==> config.mk <==
export PLATFORM = sky130hd
export DESIGN_NAME = qalu_front
export DESIGN_NICKNAME = d
export VERILOG_FILES = /design/src/rtl/qalu_pkg.sv /design/src/rtl/qalu_front.sv
export SDC_FILE = /design/constraint.sdc
export NUM_CORES = 1
export LEC_CHECK = 0
export BUFFER_PORTS_ARGS = -buffer_cell sky130_fd_sc_hd__buf_4
export CORE_UTILIZATION = 57
export DETAILED_ROUTE_END_ITERATION = 10
export PLACE_DENSITY = 0.79
export SYNTH_ARGS = -nofsm -noshare
export SYNTH_HDL_FRONTEND = slang
export SYNTH_SLANG_ARGS = --single-unit
==> constraint.sdc <==
create_clock -name clk -period 12.2 [get_ports clk]
set_clock_uncertainty 0.15 [all_clocks]
set_input_delay 3.66 -clock clk [delete_from_list [all_inputs] [get_ports clk]]
set_output_delay 3.66 -clock clk [all_outputs]
set_load 0.02 [all_outputs]
==> src/rtl/qalu_pkg.sv <==
// Shared types, constants and the saturation helper for the quaternion ALU.
// Depends on nothing; every other file of the block imports it.
`timescale 1ns / 1ps

package qalu_pkg;

  localparam int FRAC_BITS = 16;
  localparam int DATA_W    = 32;
  localparam int ACC_W     = 64;
  // Divider widths: numerator magnitude shifted up by the fraction bits,
  // denominator up to the largest squared norm.
  localparam int NUM_W     = DATA_W + FRAC_BITS;
  localparam int DEN_W     = 65 - FRAC_BITS;
  localparam int CNT_W     = $clog2(NUM_W + 1);
  localparam int QDEPTH    = 4;
  localparam int QPTR_W    = $clog2(QDEPTH);

  typedef enum logic [2:0] {
    OP_MUL,
    OP_ADD,
    OP_SUB,
    OP_SCALE,
    OP_DIV,
    OP_CONJ,
    OP_INV,
    OP_ROT
  } op_t;

  typedef enum logic [1:0] {
    DV_IDLE,
    DV_RUN,
    DV_LAST
  } dv_state_t;

  typedef logic signed [DATA_W-1:0] fx_t;
  typedef logic signed [ACC_W-1:0]  acc_t;

  localparam fx_t FX_MAX = {1'b0, {(DATA_W-1){1'b1}}};
  localparam fx_t FX_MIN = {1'b1, {(DATA_W-1){1'b0}}};

  typedef struct packed {
    op_t  op;
    logic is_div;
    fx_t  aw;
    fx_t  ax;
    fx_t  ay;
    fx_t  az;
    fx_t  bw;
    fx_t  bx;
    fx_t  by;
    fx_t  bz;
    fx_t  s;
  } req_t;

  typedef struct packed {
    logic valid;
    fx_t  w;
    fx_t  x;
    fx_t  y;
    fx_t  z;
    logic dz;
    logic sat;
  } res_t;

  typedef struct packed {
    logic go;
    acc_t n0;
    acc_t n1;
    acc_t n2;
    acc_t n3;
    acc_t den;
  } div_req_t;

  typedef struct packed {
    fx_t  value;
    logic clip;
  } sat_t;

  function automatic sat_t sat32(acc_t v);
    sat_t r;
    if (!v[ACC_W-1] && (|v[ACC_W-2:DATA_W-1])) begin
      r.value = FX_MAX;
      r.clip  = 1'b1;
    end else if (v[ACC_W-1] && !(&v[ACC_W-2:DATA_W-1])) begin
      r.value = FX_MIN;
      r.clip  = 1'b1;
    end else begin
      r.value = v[DATA_W-1:0];
      r.clip  = 1'b0;
    end
    return r;
  endfunction

endpackage

==> src/rtl/qalu_front.sv <==
// Front end: takes requests, marks the ones that need the divider and
// queues them for the back end. Depends on qalu_pkg.
`timescale 1ns / 1ps

module qalu_front (
  input  logic            clk,
  input  logic            rst_n,
  input  logic            start,
  output logic            busy,
  input  qalu_pkg::req_t  in_req,
  input  logic            pop,
  output logic            head_valid,
  output qalu_pkg::req_t  head
);
  import qalu_pkg::*;

  req_t              q_r [QDEPTH];
  logic [QPTR_W-1:0] wr_ptr_r, wr_ptr_nxt;
  logic [QPTR_W-1:0] rd_ptr_r, rd_ptr_nxt;
  logic [QPTR_W:0]   cnt_r, cnt_nxt;
  logic              push;
  req_t              cls_req;

  assign busy       = (cnt_r == (QPTR_W+1)'(QDEPTH));
  assign push       = start && !busy;
  assign head_valid = (cnt_r != '0);
  assign head       = q_r[rd_ptr_r];

  always_comb begin
    cls_req        = in_req;
    cls_req.is_div = (in_req.op == OP_DIV) || (in_req.op == OP_INV);
  end

  always_comb begin
    wr_ptr_nxt = push ? wr_ptr_r + 1'b1 : wr_ptr_r;
    rd_ptr_nxt = pop  ? rd_ptr_r + 1'b1 : rd_ptr_r;
    cnt_nxt    = cnt_r + (QPTR_W+1)'(push) - (QPTR_W+1)'(pop);
  end

  always_ff @(posedge clk) begin
    if (!rst_n) begin
      wr_ptr_r <= '0;
      rd_ptr_r <= '0;
      cnt_r    <= '0;
    end else begin
      wr_ptr_r <= wr_ptr_nxt;
      rd_ptr_r <= rd_ptr_nxt;
      cnt_r    <= cnt_nxt;
    end
  end

  always_ff @(posedge clk) begin
    if (push) begin
      q_r[wr_ptr_r] <= cls_req;
    end
  end

`ifndef SYNTHESIS
  a_no_pop_empty: assert property (@(posedge clk) disable iff (!rst_n)
    pop |-> cnt_r != '0 && cnt_r <= (QPTR_W+1)'(QDEPTH))
    else $error("queue popped while empty or count overflowed");
`endif

endmodule

# Word level (Yosys, flattened, before mapping)
# Memory sizes are Yosys's and may differ from the RTL's. A register that Yosys moved wholly into a read port is not among the register bits.
# Index checks and enable logic that the tools add are counted.
# classes
reduce_logical	4
addsub	4
eq_ne	3
muxes	4
# op_table
op	count
== test 3 bit, second input constant	3
adder 2 x 1 -> 2 bit, second input constant	2
two-way mux 2 bit	2
adder 3 x 1 -> 3 bit	1
nonzero test 3 bit	1
subtractor 3 x 1 -> 3 bit	1
two-way mux 1 bit	2
logical AND 1 bit	1
logical NOT 1 bit	1
logical OR 1 bit	1
# totals
elab_cells	19
memories	1
output_inout_bits	294
in_bits	296
mem_bits_rw	1168
regBits	7
# memory_table
name	words	width	read_ports	rd_clocked_by_memory_dff	write_ports	line_no	rtl
q_r	4	292	1	1	1	qalu_front.sv:17	req_t q_r [QDEPTH];

# Longest topological paths before layout
# depth
word_depth	5
mapped_depth	12
mapped_depth_nobuf	11

# Worst setup path after synthesis
# OpenSTA, ideal clock, no wires.
# synth_path
kind	input -> register
startpoint	input port start
endpoint	memory q_r[1][0] (netlist bit), enable pin
slack_ns	0.698
cell_stages	3
setup_ns	0.691
required_time_ns	11.359
path_buffers	1
arrival_time_ns	10.661
cell_sequence	nor2b_1 > clkbuf_1 > and2_1
# synth_via
elab_chain_cells	3
# synth_rtl
element	line_no	rtl
start: declaration	qalu_front.sv:8	input logic start,
logical AND 1 bit	qalu_front.sv:25	assign push = start && !busy;
two-way mux 1 bit	qalu_front.sv:53	if (push) begin
two-way mux 1 bit (implied by the code)	qalu_front.sv:54	q_r[wr_ptr_r] <= cls_req;
end: declaration	qalu_front.sv:17	
# No other way between the ends.

==> key figures <==
Outcome
  • Status: complete, no violations

Placement
  • Port bufs: about 590
  • Placer Congestion: approximately 0.77
  • Post-DP HPWL: 53.0 mm
  • Pre-CTS WS: approximately 5 ns
  • Cell area after placement: 48000 um^2

Detailed routing
  • Drt total wl: roughly 89 mm
  • 1st-pass router iterations: 5
  • Wirelength per Cell: ~27 um
  • Post-DRT Antenna Nets: 0
  • Drc violations: 0
  • Via-to-Cell Ratio: 5.82
  • Detailed-route via count: a little under 20000
  • DRT iter0 DRCs: 1665

Worst hold path
  • Hold Crit Class: reg -> reg

STA
  • Slew Limit Fails: 0
  • Relative slew margins: 19.5%
  • RSZ-0062 raised after global routing: no
  • Final count of negative-setup-slack endpoints: 0
  • Fin Setup TNS: 0 ns
  • Ratio of final minimum period to clock period: between 60 and 70%
  • Hold WS: 0.398 ns
  • Fmax achieved: 129 MHz
  • Fin crit period: approximately 7.7 ns
  • Final hold viol count: 0
  • Worst-Margin Slew: 1.21 ns
  • Final WS setup: 4.47 ns

Power and ir drop
  • Worst VDD drop: ~0.16 mV
  • Cell Pwr Density: between 150 and 200 nW/um^2
  • Leak: 17.2 nW

Synth
  • Synthesized instance count: 1573
  • Yosys warnings: 0
  • Post-synthesis sequential area ratio: just over 80%
  • Syn_area_per_cell: 27.3 um^2
  • #FFs+latches synth: 1177
  • Mapped Area: ~43000 um^2
  • Yosys cell types: 19
  • Syn Nets: 1876

Worst setup path
  • CP Class: reg -> out
  • Data arrival, critical path: 3.92 ns
  • Setup crit start kind: flip-flop
  • Req. time, crit path: ~8.4 ns
  • Crit Path Max Fanout: 47
  • Critical Path End Type: primary output
  • Reg-to-reg slack, setup: approximately 8.3 ns

Floorplanning
  • Die Y-Extent: approximately 280 um
  • Initial Util: around 58%
  • IO Pins: 590
  • Core box area: about 74000 um^2
  • Rows: 100
  • Full die area: about 76000 um^2
  • Chip width: 276 um

GRT
  • First-pass GRT wire length: around 130 mm
  • Vias in the first global route: 20500
  • GRT Util Overall: 23.2%
  • Largest net degree at the start of global routing: 158
  • Global route total overflow: 0
  • Initial antenna violation count: 21

Cells and area
  • Fin nets: approximately 2500
  • Design Area, Final: 51600 um^2
  • Fin util: between 60% and 70%
  • P&R area growth vs syn: 20.3%
  • Layout fillers: between 4000 and 5000
  • Share of cells above drive strength 1: ~46%

CTS
  • Number of post-CTS setup repair buffers: 0
  • Clock sink total: 1177
  • Root buf cell: clkbuf_16
  • Skew-Pair Late Insertion Delay: approximately 0.66 ns
  • CTS buffer count: about 110
  • Post-cts hold buffer count: 0
  • H-tree depth: 3
  • CTS tree: done
  • PostCTS Resize Cnt: 0
  • Clk buf depth: 3
  • Clock transition at the registers of the reported paths: ~0.060 ns

Job
  • Max-cap viol count: 0
==> cell usage in the layout (no fill, tap or decap), drive strengths merged <==
cell,n
edfxtp,1168
buf,608
mux4,292
clkbuf,132
clkinv,47
diode,16
bufinv,13
dfxtp,9
inv,9
and2,9
ha,6
clkinvlp,6
nand2,5
nor2b,3
xnor2,3
mux2i,2
nor3b,1
or3,1
xor2,1
fa,1
==> cell families after synthesis <==
| kind of cell | count (synthesis) | synth area share (%) |
|---|---|---|
| AND/OR/NAND/NOR | 19 | 0.251 |
| XOR/XNOR | 4 | 0.0817 |
| multiplexers | 294 | 15.4 |
| buffers and inverters | 72 | 1.91 |
| adder cells (fa/ha/maj) | 7 | 0.222 |
| flip-flops | 1177 | 82.2 |
==> per-stage QoR <==
stage / cells / total power [mW]
final: 3301 / 9.96
after detailed placement: 3083 / 6.65
after CTS: 3285 / 10.0
after global placement: 3083 / 6.59
after global routing: 3298 / 10.3
after floorplan: 1573 / 6.09
==> registers in the layout (all words and copies together) (netlist names), named ones only <==
| name | flops |
|---|---|
| rd_ptr_r | 2 |
| cnt_r | 3 |
| wr_ptr_r | 2 |
| q_r | 1168 |
==> cell usage after synthesis (all sizes together) <==
master  count  area [um^2]
and2        9         56.3
buf        61          780
clkbuf      6         22.5
dfxtp       9          180
edfxtp   1168        35100
fa          1         20.0
ha          6         75.1
inv         5         18.8
mux2i       2         20.0
mux4      292         6580
nand2       5         18.8
nor2b       3         18.8
nor3b       1         7.51
or3         1         6.26
xnor2       3         26.3
xor2        1         8.76
==> report_power, final <==
part	switching (mW)	total (mW)	internal, mW	leakage, nW
Clock	1.43	3.39	1.96	1.75
Sequential	0.103	5.00	4.90	10.8
Combinational	0.912	1.57	0.655	4.69
==> path summary, 6_finish.rpt <==
check	start	end	cells after the start
setup reg to reg	cnt_r[1]	q_r[2][237]	5
setup / recovery	flip-flop	head[110]	4
hold reg to reg	wr_ptr_r[1]	wr_ptr_r[1]	2
hold / removal	wr_ptr_r[1]	wr_ptr_r[1]	2
==> layout make-up <==
class | count | area, um^2 | area share, %
Tap cell | 969 | 1210 | 2.35
Multi-Input combinational cell | 324 | 6840 | 13.3
Clock inverter | 70 | 737 | 1.43
Clock buffer | 132 | 2880 | 5.57
Timing Repair Buffer | 608 | 4640 | 8.99
Inverter | 5 | 18.8 | 0.0364
Sequential cell | 1177 | 35300 | 68.3
Antenna cell | 16 | 40.0 | 0.0775
==> routing by layer <==
layer	global-route usage, %	routed length (um)
met1	27.2	31100
met2	39.1	46400
met3	7.92	7990
met4	10.5	3380
met5	0	77
==> worst max-delay path, cell delays in order, from the launching register on <==
cell and delay [ns]:
dfxtp_4 0.90, buf_4 0.86, buf_4 0.67, mux4_2 0.60
buf_4 0.19
No activity file was read; power rests on OpenSTA's default activity.
