--- config.mk ---
export PLATFORM = sky130hd
export DESIGN_NAME = qalu_div
export DESIGN_NICKNAME = d
export VERILOG_FILES = /design/src/rtl/qalu_pkg.sv /design/src/rtl/qalu_div.sv
export SDC_FILE = /design/constraint.sdc
export NUM_CORES = 2
export LEC_CHECK = 0
export BUFFER_PORTS_ARGS = -buffer_cell sky130_fd_sc_hd__buf_2
export CAP_MARGIN = 20
export CORE_MARGIN = 1.5
export CORE_UTILIZATION = 35
export DETAILED_ROUTE_END_ITERATION = 7
export PLACE_DENSITY = 0.63
export REMOVE_ABC_BUFFERS = 1
export SYNTH_ARGS = -nofsm -noshare
export SYNTH_HDL_FRONTEND = slang
export SYNTH_SLANG_ARGS = --single-unit
export TNS_END_PERCENT = 100
--- constraint.sdc ---
create_clock -name clk -period 13.7 [get_ports clk]
set_clock_uncertainty 0.2 [all_clocks]
set_input_delay 2.055 -clock clk [delete_from_list [all_inputs] [get_ports clk]]
set_output_delay 2.055 -clock clk [all_outputs]
set_load 0.01 [all_outputs]
--- src/rtl/qalu_pkg.sv ---
// Shared types, constants and the saturation helper for the quaternion ALU.
// Depends on nothing; every other file of the block imports it.
`timescale 1ns / 1ps

package qalu_pkg;

  localparam int FRAC_BITS = 16;
  localparam int DATA_W    = 32;
  localparam int ACC_W     = 64;
  // Divider widths: numerator magnitude shifted up by the fraction bits,
  // denominator up to the largest squared norm.
  localparam int NUM_W     = DATA_W + FRAC_BITS;
  localparam int DEN_W     = 65 - FRAC_BITS;
  localparam int CNT_W     = $clog2(NUM_W + 1);
  localparam int QDEPTH    = 4;
  localparam int QPTR_W    = $clog2(QDEPTH);

  typedef enum logic [2:0] {
    OP_MUL,
    OP_ADD,
    OP_SUB,
    OP_SCALE,
    OP_DIV,
    OP_CONJ,
    OP_INV,
    OP_ROT
  } op_t;

  typedef enum logic [1:0] {
    DV_IDLE,
    DV_RUN,
    DV_LAST
  } dv_state_t;

  typedef logic signed [DATA_W-1:0] fx_t;
  typedef logic signed [ACC_W-1:0]  acc_t;

  localparam fx_t FX_MAX = {1'b0, {(DATA_W-1){1'b1}}};
  localparam fx_t FX_MIN = {1'b1, {(DATA_W-1){1'b0}}};

  typedef struct packed {
    op_t  op;
    logic is_div;
    fx_t  aw;
    fx_t  ax;
    fx_t  ay;
    fx_t  az;
    fx_t  bw;
    fx_t  bx;
    fx_t  by;
    fx_t  bz;
    fx_t  s;
  } req_t;

  typedef struct packed {
    logic valid;
    fx_t  w;
    fx_t  x;
    fx_t  y;
    fx_t  z;
    logic dz;
    logic sat;
  } res_t;

  typedef struct packed {
    logic go;
    acc_t n0;
    acc_t n1;
    acc_t n2;
    acc_t n3;
    acc_t den;
  } div_req_t;

  typedef struct packed {
    fx_t  value;
    logic clip;
  } sat_t;

  function automatic sat_t sat32(acc_t v);
    sat_t r;
    if (!v[ACC_W-1] && (|v[ACC_W-2:DATA_W-1])) begin
      r.value = FX_MAX;
      r.clip  = 1'b1;
    end else if (v[ACC_W-1] && !(&v[ACC_W-2:DATA_W-1])) begin
      r.value = FX_MIN;
      r.clip  = 1'b1;
    end else begin
      r.value = v[DATA_W-1:0];
      r.clip  = 1'b0;
    end
    return r;
  endfunction

endpackage

--- src/rtl/qalu_div.sv ---
// Four-lane restoring divider, one quotient bit per lane per cycle, with
// sign handling and saturation of the quotients. Depends on qalu_pkg.
`timescale 1ns / 1ps

module qalu_div (
  input  logic               clk,
  input  logic               rst_n,
  input  qalu_pkg::div_req_t req,
  output qalu_pkg::res_t     res
);
  import qalu_pkg::*;

  dv_state_t         state_r, state_nxt;
  logic [CNT_W-1:0]  cnt_r, cnt_nxt;
  logic [DEN_W-1:0]  den_r, den_nxt;
  logic [DEN_W-1:0]  rem_r [4];
  logic [DEN_W-1:0]  rem_nxt [4];
  logic [NUM_W-1:0]  quo_r [4];
  logic [NUM_W-1:0]  quo_nxt [4];
  logic [3:0]        neg_r, neg_nxt;
  logic              dz_r, dz_nxt;
  logic              done_r, done_nxt;
  fx_t               val_r [4];
  fx_t               val_nxt [4];
  logic              clip_r, clip_nxt;

  acc_t              num_in [4];
  logic [DATA_W:0]   n33;
  logic [DATA_W:0]   nmag;
  acc_t              dabs;
  logic [DEN_W:0]    trial;
  logic [DEN_W:0]    diff;
  logic              ge;
  logic              hi;
  logic [3:0]        lclip;

  assign num_in[0] = req.n0;
  assign num_in[1] = req.n1;
  assign num_in[2] = req.n2;
  assign num_in[3] = req.n3;

  always_comb begin
    state_nxt = state_r;
    cnt_nxt   = cnt_r;
    den_nxt   = den_r;
    neg_nxt   = neg_r;
    dz_nxt    = dz_r;
    done_nxt  = 1'b0;
    clip_nxt  = clip_r;
    n33       = '0;
    nmag      = '0;
    dabs      = '0;
    trial     = '0;
    diff      = '0;
    ge        = 1'b0;
    hi        = 1'b0;
    lclip     = '0;
    for (int i = 0; i < 4; i++) begin
      rem_nxt[i] = rem_r[i];
      quo_nxt[i] = quo_r[i];
      val_nxt[i] = val_r[i];
    end
    unique case (state_r)
      DV_IDLE: begin
        if (req.go) begin
          state_nxt = DV_RUN;
          cnt_nxt   = '0;
          dabs      = req.den[ACC_W-1] ? -req.den : req.den;
          den_nxt   = dabs[DEN_W-1:0];
          dz_nxt    = (req.den == '0);
          for (int i = 0; i < 4; i++) begin
            n33        = num_in[i][DATA_W:0];
            nmag       = n33[DATA_W] ? -n33 : n33;
            quo_nxt[i] = {nmag[DATA_W-1:0], {FRAC_BITS{1'b0}}};
            rem_nxt[i] = '0;
            neg_nxt[i] = n33[DATA_W] ^ req.den[ACC_W-1];
          end
        end
      end
      DV_RUN: begin
        cnt_nxt = cnt_r + 1'b1;
        for (int i = 0; i < 4; i++) begin
          trial      = {rem_r[i], quo_r[i][NUM_W-1]};
          diff       = trial - {1'b0, den_r};
          ge         = (trial >= {1'b0, den_r});
          rem_nxt[i] = ge ? diff[DEN_W-1:0] : trial[DEN_W-1:0];
          quo_nxt[i] = {quo_r[i][NUM_W-2:0], ge};
        end
        if (cnt_r == CNT_W'(NUM_W - 1)) begin
          state_nxt = DV_LAST;
        end
      end
      DV_LAST: begin
        state_nxt = DV_IDLE;
        done_nxt  = 1'b1;
        for (int i = 0; i < 4; i++) begin
          hi = |quo_r[i][NUM_W-1:DATA_W];
          if (neg_r[i]) begin
            lclip[i]   = hi || (quo_r[i][DATA_W-1] && (|quo_r[i][DATA_W-2:0]));
            val_nxt[i] = lclip[i] ? FX_MIN : -fx_t'(quo_r[i][DATA_W-1:0]);
          end else begin
            lclip[i]   = hi || quo_r[i][DATA_W-1];
            val_nxt[i] = lclip[i] ? FX_MAX : fx_t'(quo_r[i][DATA_W-1:0]);
          end
          if (dz_r) begin
            val_nxt[i] = '0;
          end
        end
        clip_nxt = !dz_r && (|lclip);
      end
      default: begin
        state_nxt = DV_IDLE;
      end
    endcase
  end

  always_ff @(posedge clk) begin
    if (!rst_n) begin
      state_r <= DV_IDLE;
      done_r  <= 1'b0;
    end else begin
      state_r <= state_nxt;
      done_r  <= done_nxt;
    end
  end

  always_ff @(posedge clk) begin
    cnt_r  <= cnt_nxt;
    den_r  <= den_nxt;
    neg_r  <= neg_nxt;
    dz_r   <= dz_nxt;
    clip_r <= clip_nxt;
    for (int i = 0; i < 4; i++) begin
      rem_r[i] <= rem_nxt[i];
      quo_r[i] <= quo_nxt[i];
      val_r[i] <= val_nxt[i];
    end
  end

  assign res.valid = done_r;
  assign res.w     = val_r[0];
  assign res.x     = val_r[1];
  assign res.y     = val_r[2];
  assign res.z     = val_r[3];
  assign res.dz    = dz_r;
  assign res.sat   = clip_r;

`ifndef SYNTHESIS
  a_start_idle: assert property (@(posedge clk) disable iff (!rst_n)
    req.go |-> state_r == DV_IDLE)
    else $error("divider started while a division is in progress");
`endif

endmodule

### After elaboration in Yosys (flattened, before gate mapping)

Memories as Yosys holds them, arrays and structs flattened.
Index checks and enable logic that the tools add are counted.

* register bits after elaboration: 64
* RAM bits: 516
* input bits: 323
* output and inout bits: 131
* word-level logic and storage cells: 110
* memories: 3

* $add $sub $neg: 14
* $lt $le $gt $ge: 4
* equal/unequal tests: 5
* muxes and demuxes: 44
* bitwise gates (word level): 4
* reduce and logical (&&, ||, !) cells: 29

Memories
* rem_r: words 4, bits a word 49, rd ports 4, clocked after memory_dff 0, write ports 4, RTL line qalu_div.sv:16 `logic [DEN_W-1:0] rem_r [4];`
* quo_r: words 4, bits a word 48, rd ports 4, clocked after memory_dff 0, write ports 4, RTL line qalu_div.sv:18 `logic [NUM_W-1:0] quo_r [4];`
* val_r: words 4, bits a word 32, rd ports 4, clocked after memory_dff 0, write ports 4, RTL line qalu_div.sv:23 `fx_t val_r [4];`

Operator list (count)
* 2-to-1 mux 32 bit: 20
* case mux 196 bit (2 select lines): 1
* case mux 192 bit (2 select lines): 1
* negation 32 bit: 8
* 2-to-1 mux 49 bit: 5
* greater-or-equal comparator 50 x 49 -> 1 bit: 4
* 2-to-1 mux 196 bit: 1
* subtractor 49 bit: 4
* 2-to-1 mux 192 bit: 1
* 2-to-1 mux 128 bit: 1
* OR reduction 31 bit: 4
* logical NOT 64 bit: 1
* OR reduction 16 bit: 4
* negation 49 bit: 1
* case mux 6 bit (2 select lines): 1
* 2-to-1 mux 1 bit: 9
* logical OR 1 bit: 8
* adder 6 x 1 -> 6 bit, second input constant: 1
* equality test 6 bit, second input constant: 1
* 2-to-1 mux 6 bit: 1
* AND reduction 2 bit: 3
* logical AND 1 bit: 5
* 2-to-1 mux 2 bit: 2
* != test 2 bit, second input constant: 2
* 8 further kinds: 11

### Longest topological paths before layout

* depth in word-level cells: 7
* depth in mapped cells: 18
* depth with buffers taken out: 15

### Least setup slack after synthesis

OpenSTA, ideal clock, no wires.

* path type: input -> register
* from: input req[320] in the netlist's numbering
* to: register cnt_r[0] (enable)
* setup time: 2.869 ns
* data arrival time: 8.471 ns
* required time: 10.631 ns
* slack: 2.160 ns
* stages on the path: 2
* path buffers: 0
* cells stage by stage: nand2_1 nand2_1

* cells in the longest elaborated chain, start to end: 2

Ends and longest elaborated chain
* start: declaration: RTL line qalu_div.sv:8 `input qalu_pkg::div_req_t req,`
* != test 2 bit (no line)
* AND reduction 2 bit (no line)
* end signal: assignment: RTL line qalu_div.sv:128 `cnt_r <= cnt_nxt;`
* end: declaration: RTL line qalu_div.sv:14 `logic [CNT_W-1:0] cnt_r, cnt_nxt;`

No other way between the ends.
A chain may end at the register's enable or synchronous reset.

==> flow_summary.json <==
{
  "grt_util_all_layers": 0.196,
  "viasPerCell": 5.60,
  "ys_warn_count": 0,
  "rows": 124,
  "cts.repair.resized": 0,
  "clock_sinks": 580,
  "p_per_area_mw_per_mm2": 135,
  "drv_slew": 0,
  "timing.fmax_ghz": 0.162,
  "cp_top_family": "compound AO/OA/AOI/OAI gates",
  "io_pins": 454,
  "power_report.internal_total_mw": 4.04,
  "slowest_delay_ns": 0.82,
  "synth_edf_count": 577,
  "critPathArrivalTime_ns": 6.37,
  "die_w_um": 344,
  "rsz0062_at_grt": "no",
  "cts_root_buffer": "clkbuf_16",
  "netlist_area_mm2": 0.0407,
  "switchingPower_mw": 2.14,
  "finalHoldViolations": 0,
  "dpl.hpwl_um": 86300,
  "crit_type": "reg -> reg",
  "seq_power_share": 0.384,
  "hold_class": "reg -> reg",
  "slew_headroom": 0.282,
  "cellLeakagePower_nw": 17.7,
  "nets": 5103,
  "drive_gt1_frac": 0.113,
  "cts_setup_buffers": 0,
  "critPathRequiredTime_ns": 13.89,
  "clockBufferDepth": 3,
  "start_util": 0.354,
  "grt_pass1_wl_um": 184000,
  "grt_pass1_vias": 32100,
  "fin_crit_sh": 0.451,
  "cts-htree-levels": 3,
  "status": "finished, final reports clean",
  "path_clk_slew_ns": 0.06,
  "min_period_ns": 6.18,
  "drc": 0,
  "drt-initial-drc-count": 2802,
  "syn2layout_area_growth_pct": 12.9,
  "synth_fa_ha_area_frac": 0.0654,
  "antenna_found_initial": 12,
  "synth_top_family_by_area": "compound AO/OA/AOI/OAI gates",
  "die_h_um": 344,
  "fp.coreArea_mm2": 0.115,
  "finalPower_mw": 6.18,
  "num_vias": 34400,
  "ir_worst_vdd_uv": 80.7,
  "ys_types": 86,
  "cts_buffers": 73,
  "crit_fanout": 39,
  "ant_nets": 0,
  "synth_compound_area_frac": 0.198,
  "cp_slowest_cell": "o211ai_1",
  "cts_tree": "done",
  "netlist_instances": 4372,
  "dieArea_mm2": 0.118,
  "seq_area_frac_synth": 0.428,
  "synthFlopType": "edfxtp_1",
  "port-buffer-count": 329,
  "synth.top_cell.area_share": 0.426,
  "synth_top_cell_by_area": "edfxtp_1",
  "cp.depth": 15,
  "path_buf_inv": 3,
  "synthSimpleGateAreaFrac": 0.180,
  "worst_skew_pair.late_latency_ns": 0.66,
  "ys_seq_elements": 580,
  "finalCoreUtilization": 0.400,
  "worst_setup_path_start_kind": "flip-flop",
  "switching_share": 0.347,
  "r2r_cells": 15,
  "firstDrtPassIters": 5,
  "grt_overflow": 0,
  "synth.area.mux_share": 0.0180,
  "hold_depth": 2,
  "place.gp.congestion": 0.934,
  "comb_power_share": 0.314,
  "maxCapViolCount": 0,
  "grt_max_degree": 225,
  "worstPathCellList": "inv_1 -> fa_1 -> a21o_1 -> a221oi_1 -> a22oi_1 -> a21oi_1 -> o41a_1 -> nor3_1 -> nor3_1 -> buf_4 -> o31a_1 -> o211ai_1 -> buf_4 -> nor2_1 -> a22o_1",
  "cp-end-kind": "flip-flop",
  "synth_xor_area_frac": 0.0763,
  "finalSetupViolations": 0,
  "routed_wl_um": 119000,
  "hold_buffers": 0,
  "ys_async_sr_fraction": 0,
  "clock_power_share": 0.301,
  "post_synth.cell_area_avg_um2": 9.30,
  "worst_slew_pin_slew_ns": 1.08,
  "wl_per_cell_um": 19.4,
  "synth_area_leaders": "edfxtp_1, ha_1, nand2_1"
}
==> power by group through the flow <==
stage | combinational (mW) | sequential, mW | clock, mW
2_1_floorplan | 1.46 | 2.41 | 0
3_3_place_gp | 1.89 | 2.40 | 0
3_5_place_dp | 1.92 | 2.40 | 0
4_1_cts | 1.93 | 2.37 | 1.90
5_1_grt | 2.16 | 2.40 | 1.96
6_report | 1.94 | 2.37 | 1.86
==> routing by layer <==
layer	vias up	routed length, um	GRT usage
li1	16700	-	-
met1	16600	54500	0.268
met2	876	55400	0.320
met3	181	6160	0.0287
met4	18	3270	0.0620
met5	-	120	0
==> worst reg2reg max path, stage by stage (launching register included) <==
cell and delay [ns]:
edfxtp_1 0.43, inv_1 0.41, fa_1 0.32, a21o_1 0.16
a221oi_1 0.17, a22oi_1 0.46, a21oi_1 0.32, o41a_1 0.54
nor3_1 0.18, nor3_1 0.08, buf_4 0.17, o31a_1 0.35
o211ai_1 0.82, buf_4 0.68, nor2_1 0.34, a22o_1 0.32
==> final cells by class <==
type / count / area [um^2]
antenna: 3 / 7.51
clock buffer: 94 / 1950
clock inverter: 39 / 332
fill: 11400 / 68900
inverter: 128 / 480
multi-input combinational: 3426 / 21900
sequential: 580 / 17400
tap: 1512 / 1890
timing repair buffer: 361 / 1950
==> final timing paths <==
| path | from | endpoint | slack (ns) |
|---|---|---|---|
| min | quo_r[1][33] | quo_r[1][34] | 0.35 |
| min reg2reg | quo_r[1][33] | quo_r[1][34] | 0.35 |
| max reg2reg | den_r[1] | rem_r[3][45] | 7.52 |
| max | den_r[1] | rem_r[3][45] | 7.52 |
==> synthesized netlist by cell type, types with 66 or more instances <==
master,count
o21ai_0,351
o31ai_1,109
or3_1,66
nor3_1,84
inv_1,127
edfxtp_1,577
a21o_1,127
ha_1,206
a21oi_1,341
nand2_1,540
nor2_1,329
xor2_1,182
clkbuf_1,213
xnor2_1,172
mux2i_1,73
==> cell families after synthesis <==
kind of cell | count (synthesis)
compound gates | 1284
xor+xnor | 354
fa+ha+maj | 210
buf+inv | 366
flops | 580
mux | 73
simple gates | 1505
==> sequential cells by signal, indices dropped and copies added, names as in the netlist <==
signal / flops
done_r: 1
val_r: 128
den_r: 49
rem_r: 196
state_r: 2
cnt_r: 6
clip_r: 1
quo_r: 192
dz_r: 1
neg_r: 4
==> cells in the final DEF (no fill, tap or decap), drive strengths merged, types with 16 or more instances in the layout <==
cell,netlist,final
o21bai,33,33
edfxtp,577,577
clkbuf,213,94
a21oi,342,342
nand3b,22,22
a211oi,60,60
o31ai,109,109
clkinv,0,30
or4,49,49
o21ai,353,353
o21a,21,21
nand2,541,541
and2,61,61
a221oi,16,16
o211ai,16,16
a21o,127,127
buf,25,361
nor3,85,85
or2,25,25
a31oi,65,65
xor2,182,182
nand2b,46,46
nand4,54,54
inv,128,131
ha,206,206
nand3,62,62
o41ai,42,42
nor2b,34,34
xnor2,172,172
nand4b,25,25
nor4,43,43
mux2i,73,73
or3,69,69
nor2,330,330
and3,30,30
==> metrics by stage <==
stage | area [um^2] | setup WS, ns | hold WS (ns) | instances | setup TNS, ns
after floorplan | 39700 | -4.34 | 0.322 | 4134 | -1708.39
after global placement | 43600 | 7.66 | 0.332 | 6005 | 0
after detailed placement | 43600 | 7.53 | 0.346 | 6006 | 0
after CTS | 45900 | 7.49 | 0.359 | 6139 | 0
after global routing | 45900 | 7.10 | 0.382 | 6143 | 0
final | 45900 | 7.52 | 0.353 | 6143 | 0
Note: power is estimated with default switching activity, not from simulation.
